[src/rtl/binned_histogram_engine_macros.svh]
// ----------------------------------------------------------------------------
// Binned histogram engine assertion macros
// Shared concurrent assertion shorthands, clocked on clock, gated by reset.
// ----------------------------------------------------------------------------
`ifndef BINNED_HISTOGRAM_ENGINE_MACROS_SVH
`define BINNED_HISTOGRAM_ENGINE_MACROS_SVH

// Same-cycle implication.
`define BHE_ASSERT_IMP(lbl, ante, cons) \
   lbl: assert property (@(posedge clock) disable iff (reset) (ante) |-> (cons)) \
      else $error("binned_histogram_engine: assertion failed");

// Next-cycle implication.
`define BHE_ASSERT_NXT(lbl, ante, cons) \
   lbl: assert property (@(posedge clock) disable iff (reset) (ante) |=> (cons)) \
      else $error("binned_histogram_engine: assertion failed");

`endif

[src/rtl/bhe_divider.sv]
// ----------------------------------------------------------------------------
// Restoring divider
// Unsigned quotient, one bit per cycle; done pulses when the quotient is ready.
// ----------------------------------------------------------------------------
module bhe_divider #(
   parameter int NW = 26,
   parameter int DW = 16
) (
   input  logic          clock,
   input  logic          reset,
   input  logic          start,
   input  logic [NW-1:0] numer,
   input  logic [DW-1:0] denom,
   output logic          done,
   output logic [NW-1:0] quot
);

   localparam int CNT_W = $clog2(NW + 1);

   logic             run_ff, run_in;
   logic             done_ff, done_in;
   logic [CNT_W-1:0] cnt_ff, cnt_in;
   logic [NW-1:0]    quo_ff, quo_in;
   logic [DW-1:0]    rem_ff, rem_in;
   logic [DW-1:0]    den_ff, den_in;
   logic [DW:0]      rem_sh;
   logic             ge;

   always_comb begin
      rem_sh  = {rem_ff, quo_ff[NW-1]};
      ge      = (rem_sh >= {1'b0, den_ff});
      run_in  = run_ff;
      done_in = 1'b0;
      cnt_in  = cnt_ff;
      quo_in  = quo_ff;
      rem_in  = rem_ff;
      den_in  = den_ff;
      if (start) begin
         run_in = 1'b1;
         cnt_in = CNT_W'(NW);
         quo_in = numer;
         rem_in = '0;
         den_in = denom;
      end else if (run_ff) begin
         rem_in = ge ? DW'(rem_sh - {1'b0, den_ff}) : rem_sh[DW-1:0];
         quo_in = {quo_ff[NW-2:0], ge};
         cnt_in = cnt_ff - 1'b1;
         if (cnt_ff == CNT_W'(1)) begin
            run_in  = 1'b0;
            done_in = 1'b1;
         end
      end
   end

   always_ff @(posedge clock) begin
      if (reset) begin
         run_ff  <= 1'b0;
         done_ff <= 1'b0;
         cnt_ff  <= '0;
      end else begin
         run_ff  <= run_in;
         done_ff <= done_in;
         cnt_ff  <= cnt_in;
      end
      quo_ff <= quo_in;
      rem_ff <= rem_in;
      den_ff <= den_in;
   end

   assign done = done_ff;
   assign quot = quo_ff;

endmodule

[config.mk]
export PLATFORM = sky130hd
export DESIGN_NAME = bhe_divider
export DESIGN_NICKNAME = d
export VERILOG_FILES = /design/src/rtl/binned_histogram_engine_macros.svh /design/src/rtl/bhe_divider.sv
export SDC_FILE = /design/constraint.sdc
export NUM_CORES = 1
export LEC_CHECK = 0
export ABC_AREA = 1
export BUFFER_PORTS_ARGS = -buffer_cell sky130_fd_sc_hd__buf_2
export CORE_MARGIN = 4
export CORE_UTILIZATION = 58
export CTS_BUF_LIST = sky130_fd_sc_hd__clkbuf_8
export DETAILED_ROUTE_END_ITERATION = 10
export PLACE_DENSITY = 0.83
export SYNTH_ARGS = -nofsm -noshare
export SYNTH_HDL_FRONTEND = slang
export SYNTH_SLANG_ARGS = --single-unit
[constraint.sdc]
create_clock -name clock -period 2.05 [get_ports clock]
set_input_delay 0.205 -clock clock [delete_from_list [all_inputs] [get_ports clock]]
set_output_delay 0.205 -clock clock [all_outputs]
set_load 0.02 [all_outputs]
* Yosys cells after proc, flatten, opt, wreduce, memory -nomap -nowiden
Index checks and enable logic that the tools add are counted.
Widths: inputs -> output; s select.
** Word-level totals
- Flip-flop bits (word level) :: 65
- Bits in latches :: 0
- RAM bits :: 0
- Memory bits (read-only) :: 0
- Input port bits :: 45
- Word-level logic and storage cells :: 24
- Memories :: 0
** Operators by class
- $add $sub $neg :: 2
- Multiply operators :: 0
- Divide/modulo/power cells :: 0
- Magnitude comparators :: 1
- Equal/unequal tests :: 1
- Shift operators :: 0
- Multiplexer cells :: 9
- Bitwise logic cells :: 1
- Reductions and logical operators :: 3
** Operator list (number)
- $mux 26 :: 2
- $ge 17x16->1 :: 1
- $mux 16 :: 1
- $sub 16x16->16 :: 1
- $mux 5 :: 2
- $eq 5x1->1 const B :: 1
- $sub 5x1->5 const B :: 1
- $mux 1 :: 4
- $reduce_or 3->1 :: 1
- $reduce_bool 2->1 :: 1
- $reduce_or 2->1 :: 1
- $not 1->1 :: 1

* Longest topological paths before layout
Gate-level depths: netlist of the first run.
- Depth in word-level cells :: 4
- Depth in mapped cells :: 14

* Least setup slack after synthesis of the first run
Ideal clock, no wire load.
- Path kind :: register to register
- From :: register quo_ff[25] (netlist: quot[25])
- To :: register rem_ff[14]
- Arrival time :: 1.831 ns
- Required time :: 1.938 ns
- Setup slack :: 0.106 ns
- Cell stages (with the launch flop) :: 12
- Path buffers :: 0
- Clock period less this slack :: 1.944 ns
- Cell sequence :: edfxtp_1 -> inv_1 -> ha_1 -> fa_1 -> nor2_1 -> nor2_1 -> o21ai_1 -> nand2_1 -> nand3_1 -> nand3_2 -> nand2_1 -> nand2_1
** On the way
- Longest elaborated chain between the ends :: 2
- Elaborated cells between the ends (all ways) :: 3
** RTL lines
- start: declaration :: RTL line bhe_divider.sv:23 : logic [NW-1:0] quo_ff, quo_in;
- start signal: assignment :: RTL line bhe_divider.sv:65 : quo_ff <= quo_in;
- $sub 16x16->16 or $ge 17x16->1 (tied branches) :: RTL line bhe_divider.sv:45, bhe_divider.sv:31
- $mux 16 * :: RTL line bhe_divider.sv:45 : rem_in = ge ? DW'(rem_sh - {1'b0, den_ff}) : rem_sh[DW-1:0];
- end signal: assignment :: RTL line bhe_divider.sv:66 : rem_ff <= rem_in;
- end: declaration :: RTL line bhe_divider.sv:24 : logic [DW-1:0] rem_ff, rem_in;
Every way passes the cells marked *; elsewhere a longest branch is shown, timed or not.
A chain may end at the register's enable or synchronous reset.

* Worst setup path in the final report of the first run
- From :: register den_ff[0]
- To :: register rem_ff[8]
** On the way
- Longest elaborated chain between the ends :: 2
- Elaborated cells between the ends (all ways) :: 3
** RTL lines
- start: declaration :: RTL line bhe_divider.sv:25 : logic [DW-1:0] den_ff, den_in;
- start signal: assignment :: RTL line bhe_divider.sv:67 : den_ff <= den_in;
- $sub 16x16->16 or $ge 17x16->1 (tied branches) :: RTL line bhe_divider.sv:45, bhe_divider.sv:31
- $mux 16 * :: RTL line bhe_divider.sv:45
Marks and branches as above.

==> results of run 1 <==
## per-layer routing
layer	global-route usage, %	wire length, microns
met5	0	0
met4	12.50	306
met3	5.400	752
met2	41.33	4561
met1	30.20	3958
## power by group
part           switching (W)  leakage [nW]  internal [W]
registers          0.0000464         0.610       0.00150
logic               0.000350          1.73      0.000218
clock network       0.000520         0.106      0.000674
total               0.000916          2.44       0.00239
## final timing paths
| check | slack, ns | end | start | cells past startpoint |
|---|---|---|---|---|
| max | 0.07 | rem_ff[8] | den_ff[0] | 11 |
| min | 0.03 | den_ff[8] | denom[8] | 1 |
| min reg2reg | 0.48 | cnt_ff[4] | cnt_ff[4] | 2 |
| max reg2reg | 0.07 | rem_ff[8] | den_ff[0] | 11 |
## area by class of cell
class	count	area (sq um)	share of cell area [%]
Clock buffer	9	123.9	2.610
Timing Repair Buffer	94	548.0	11.55
Clock inverter	7	87.58	1.846
Inverter	77	289.0	6.090
Tap cell	77	96.34	2.030
Multi-Input combinational cell	337	1879	39.60
Sequential cell	65	1722	36.28
## cell usage in the layout, fill, tap and decap left out, types with 5 or more instances in the layout
| cell | n |
|---|---|
| nor2_1 | 16 |
| nand3_1 | 37 |
| dfxtp_1 | 23 |
| ha_1 | 9 |
| buf_4 | 20 |
| nand2_1 | 193 |
| nand3b_1 | 7 |
| edfxtp_1 | 42 |
| ha_4 | 8 |
| buf_2 | 71 |
| clkbuf_8 | 9 |
| nand2_2 | 5 |
| a21oi_1 | 8 |
| nand4_1 | 5 |
| inv_1 | 74 |
## state kept, by name (all words and copies together) (netlist names)
signal,count
run_ff,1
den_ff,16
done,1
cnt_ff,5
quot,26
rem_ff,16
## worst register-to-register path, delay by kind of cell (launching register included)
family        cells  cell delay [ns]
flops             1             0.42
fa+ha+maj         2             0.63
simple gates      9             0.89
## stage by stage
stage	hold WS (ns)	setup WS, ns	setup TNS (ns)
6_report	0.03114	0.07213	0
5_1_grt	0.02433	-0.04136	-0.1265
4_1_cts	0.02011	0.01727	0
3_5_place_dp	0.3831	-0.05303	-0.09221
3_3_place_gp	0.3817	-0.03982	-0.03982
2_1_floorplan	0.2744	0.1064	0
## repair_timing
action,CTS,global route
buffers inserted,0,13
pin swaps,0,12
endpoints found under the setup margin,2,16
cloned,0,1
gates resized for setup,4,39
hold buffers,0,0
## cell families (layout without fill, tap and decap cells)
group,Yosys count,after routing,share of synthesized area (%)
AO/OA/AOI/OAI,27,27,4.374
AND/OR/NAND/NOR,283,284,32.12
adder cells (fa/ha/maj),19,19,6.544
buffers and inverters,88,187,9.382
XOR/XNOR,7,7,1.636
flip-flops,65,65,45.94
==> impl_metrics.tcl, run 1 <==
set metrics [dict create \
    outcome "finished, final reports clean" \
    ys_seq_elements 65 \
    detail-route-antenna-nets 0 \
    synth.area.top_cells "edfxtp_1 34%, nand2_1 20%, dfxtp_1 12%" \
    synth.yosys.seq_area_share_pct 45.94 \
    antenna_cells 0 \
    core-area_sq_um 6314 \
    cts_htree_levels 3 \
    clkTransAtPathRegs_ns 0.07 \
    clk_latency_ns 0.35 \
    antenna_found_initial 0 \
    first_pass_iters 5 \
    max_stage_delay_ns 0.44 \
    path_delay_family "simple AND/OR/NAND/NOR gates" \
    crit_top_cell "nand2_1" \
    hpwlAfterDp_mm 6.498 \
    track_usage_pct 24.76 \
    clockBufferDepth 2 \
    clock-sinks 65 \
    die_h_microns 88.38 \
    synth_ff_type "edfxtp_1" \
    numCtsBuffers 9 \
    fin_total_pwr_w 0.003309 \
    path_buf_inv 0 \
    fin_util_pct 75.17 \
    period_minus_slack_ns 1.978 \
    port_buffers 71 \
    drtIter0Drc 212 \
    place_congestion 0.9474 \
    arrival_ns 2.26 \
    synth_most_common_cell "nand2_1" \
    num_rows 29 \
    grt_start_max_net_pins 36 \
    cts_root_buffer "clkbuf_8" \
    final_nets 648 \
    die_w_microns 88.38 \
    cp-start-kind "register" \
    leakagePower_nw 2.445 \
    power_density_nw_per_um2 697.3 \
    synth_nets 553 \
    ioPinCount 72 \
    clock.fmax_mhz 505.6 \
    grt_pass1_vias 3306 \
    path_class "register to register" \
    viasPerCell 5.240 \
    cp_slowest_cell "fa_2" \
    drv_slew 0 \
    yosysWarnings 0 \
    dp_cells 636 \
    drv_cap 0 \
    end_kind "register" \
    synth_area_sq_um 3747 \
    fin_worst_skew_ns 0.008906 \
    grt_first_pass_wirelength_mm 14.86 \
    drc 0 \
    vias 3490 \
    fillerInstances 456 \
    wire_per_inst_microns 14.38 \
    critPathMaxFanout 4 \
    ir_drop_mv 0.5817 \
    drt_wl_total_mm 9.579 \
    drive_above_1_share_pct 24.96 \
    maxSlewHeadroom_pct 20.04 \
    synth_cell_types 34 \
    yosys.area.top_type_share_pct 33.66 \
    async_flop_share_pct 0 \
    hold_class "primary input to register" \
    areaGrowthSynthToFinish_pct 26.64 \
    grt_overflow_total 0 \
    dpl-instance-area_sq_um 4224 \
    timing.final.crit_share_pct 96.48 \
    cts_tree "done" \
    hold_violations 0 \
    worstMarginPinSlew_ns 1.195 \
    rsz0062_at_grt "yes" \
    worstPathRequired_ns 2.33 \
    finalSetupViolations 0 \
    die_area_sq_um 7811 \
    final_cells 666 \
    synth_edf_count 42 \
    path_cells "ha_4 > fa_2 > nor2_4 > nor2_4 > nor3_2 > nor2_1 > nand2_1 > nand2_1 > nand2_1 > nand3_1 > nand2_1" \
    syn_avg_cell_area_sq_um 7.663 \
    stdcell_area_sq_um 4746 \
    yosys.area.top_type "edfxtp_1" \
    initial_core_util_pct 59.35 \
    synth_cells 489 \
    synth_top_cells_by_count "199 x nand2_1, 75 x inv_1, 42 x edfxtp_1" \
]
(Power assumes the default switching activity.)
==> run 2, diff against run 1 <==
--- a/config.mk
+++ b/config.mk
@@ -12,6 +12,7 @@
 export CTS_BUF_LIST = sky130_fd_sc_hd__clkbuf_8
 export DETAILED_ROUTE_END_ITERATION = 10
 export PLACE_DENSITY = 0.83
+export RECOVER_POWER = 25
 export SYNTH_ARGS = -nofsm -noshare
 export SYNTH_HDL_FRONTEND = slang
 export SYNTH_SLANG_ARGS = --single-unit
==> run 2 against run 1 <==
Effect of this change: core utilization down 0.099 points; worst hold slack hardly changed; clock power is essentially flat; first-iteration DRC count down 8.0%; register-to-register slack is essentially flat; design area decreased by 0.13%; non-clock buffer count unchanged; die area unchanged; flip-flop and latch count is the same; via count grew 0.32%; critical endpoint unchanged; highest routed layer unchanged.
==> impl_metrics.tcl, run 2 (same netlist as run 1, synthesis figures left out) <==
set metrics [dict create \
    largest_reg_flops 26 \
    hold_violations 0 \
    path_class "register to register" \
    clk_latency_ns 0.34 \
    dp_cells 636 \
    final_common_cell "nand2_1" \
    port_buffers 71 \
    finalWorstSetupSlack_ns 0.06786 \
    antenna_found_initial 0 \
    vias 3501 \
    track_usage_pct 24.76 \
    cts_root_buffer "clkbuf_8" \
    grt_overflow_total 0 \
    leakagePower_nw 2.440 \
    antenna_cells 0 \
    core-area_sq_um 6314 \
    cts_htree_levels 3 \
    layout_common_cells "193 x nand2_1, 74 x inv_1, 71 x buf_2" \
    drc 0 \
    drt_wl_total_mm 9.560 \
    die_area_sq_um 7811 \
    place_congestion 0.9474 \
    viasPerCell 5.257 \
    drv_cap 0 \
    power_density_nw_per_um2 697.8 \
    outcome "finished, final reports clean" \
    finalSetupViolations 0 \
    cts_tree "done" \
    tns_ns 0 \
    hpwlAfterDp_mm 6.498 \
    maxSlewHeadroom_pct 15.51 \
    fin_worst_skew_ns 0.008506 \
    rsz0062_at_grt "yes" \
    period_minus_slack_ns 1.982 \
    dp_slack_ns -0.05303 \
    grt_first_pass_wirelength_mm 14.86 \
    end_kind "register" \
    arrival_ns 2.26 \
    worstMarginPinSlew_ns 1.267 \
    dpl-instance-area_sq_um 4224 \
    drv_slew 0 \
    clkTransAtPathRegs_ns 0.08 \
    wire_per_inst_microns 14.35 \
    die_h_microns 88.38 \
    stdcell_area_sq_um 4740 \
    grt_start_max_net_pins 36 \
    timing.final.crit_share_pct 96.69 \
    drive_above_1_share_pct 24.79 \
    clock.fmax_mhz 504.5 \
    die_w_microns 88.38 \
    num_rows 29 \
    detail-route-antenna-nets 0 \
    initial_core_util_pct 59.35 \
    final_cells 666 \
    clock-sinks 65 \
    grt_pass1_vias 3306 \
    final_nets 648 \
    cp-start-kind "register" \
    worstPathRequired_ns 2.33 \
    areaGrowthSynthToFinish_pct 26.48 \
    drtIter0Drc 195 \
    first_pass_iters 5 \
    ioPinCount 72 \
    numCtsBuffers 9 \
    hold_class "primary input to register" \
    critPathMaxFanout 4 \
    ir_drop_mv 0.5823 \
    clockBufferDepth 2 \
    fin_util_pct 75.07 \
]
==> run 2: critical path, cell delays in order, from the launching register on <==
cell	delay, ns
edfxtp_1	0.42
ha_4	0.19
fa_2	0.44
nor2_4	0.13
nor2_4	0.06
nor3_2	0.21
nor2_1	0.09
nand2_1	0.07
nand2_1	0.05
nand2_1	0.07
nand3_1	0.07
nand2_1	0.13
==> run 2: area by class of cell <==
type	count	area [sq um]
clock inverters	7	87.58
fillers	459	1574
inverters	77	289.0
repair buffers	94	541.8
well taps	77	96.34
flip-flops and latches	65	1722
clock buffers	9	123.9
multi-input cells	337	1879
==> run 2: per-stage QoR <==
stage / hold slack (ns) / power, W
floorplan: 0.2744 / 0.001880
global placement: 0.3817 / 0.002056
detailed placement: 0.3831 / 0.002069
CTS: 0.02011 / 0.003253
global route: 0.02433 / 0.003430
finish: 0.03107 / 0.003307
==> run 2: worst paths after layout <==
check | end | cells after the start | slack (ns) | from
setup / recovery | rem_ff[8] | 11 | 0.07 | den_ff[0]
hold / removal | den_ff[8] | 1 | 0.03 | denom[8]
setup reg to reg | rem_ff[8] | 11 | 0.07 | den_ff[0]
hold reg to reg | cnt_ff[4] | 2 | 0.48 | cnt_ff[4]
==> run 2: timing repair <==
action                                  CTS  global route
endpoints found under the setup margin    2            16
gates cloned                              0             1
setup buffers                             0            13
hold buffers                              0             0
pin swaps                                 0            12
gates resized for setup                   4            39
==> run 2: per-layer routing <==
layer  global-route usage [%]  wire length, microns  vias up
met2                    41.33                  4567      157
li1                         -                     -     1741
met1                    30.20                  3942     1573
met4                    12.50                   330        0
met5                        0                     0        -
met3                    5.400                   718       30
==> run 2: power breakdown <==
part | internal, W | switching (W) | leakage, nW
clock | 0.000674 | 0.000519 | 0.106
sequential | 0.00150 | 0.0000465 | 0.610
combinational | 0.000217 | 0.000350 | 1.72
total | 0.00239 | 0.000915 | 2.44
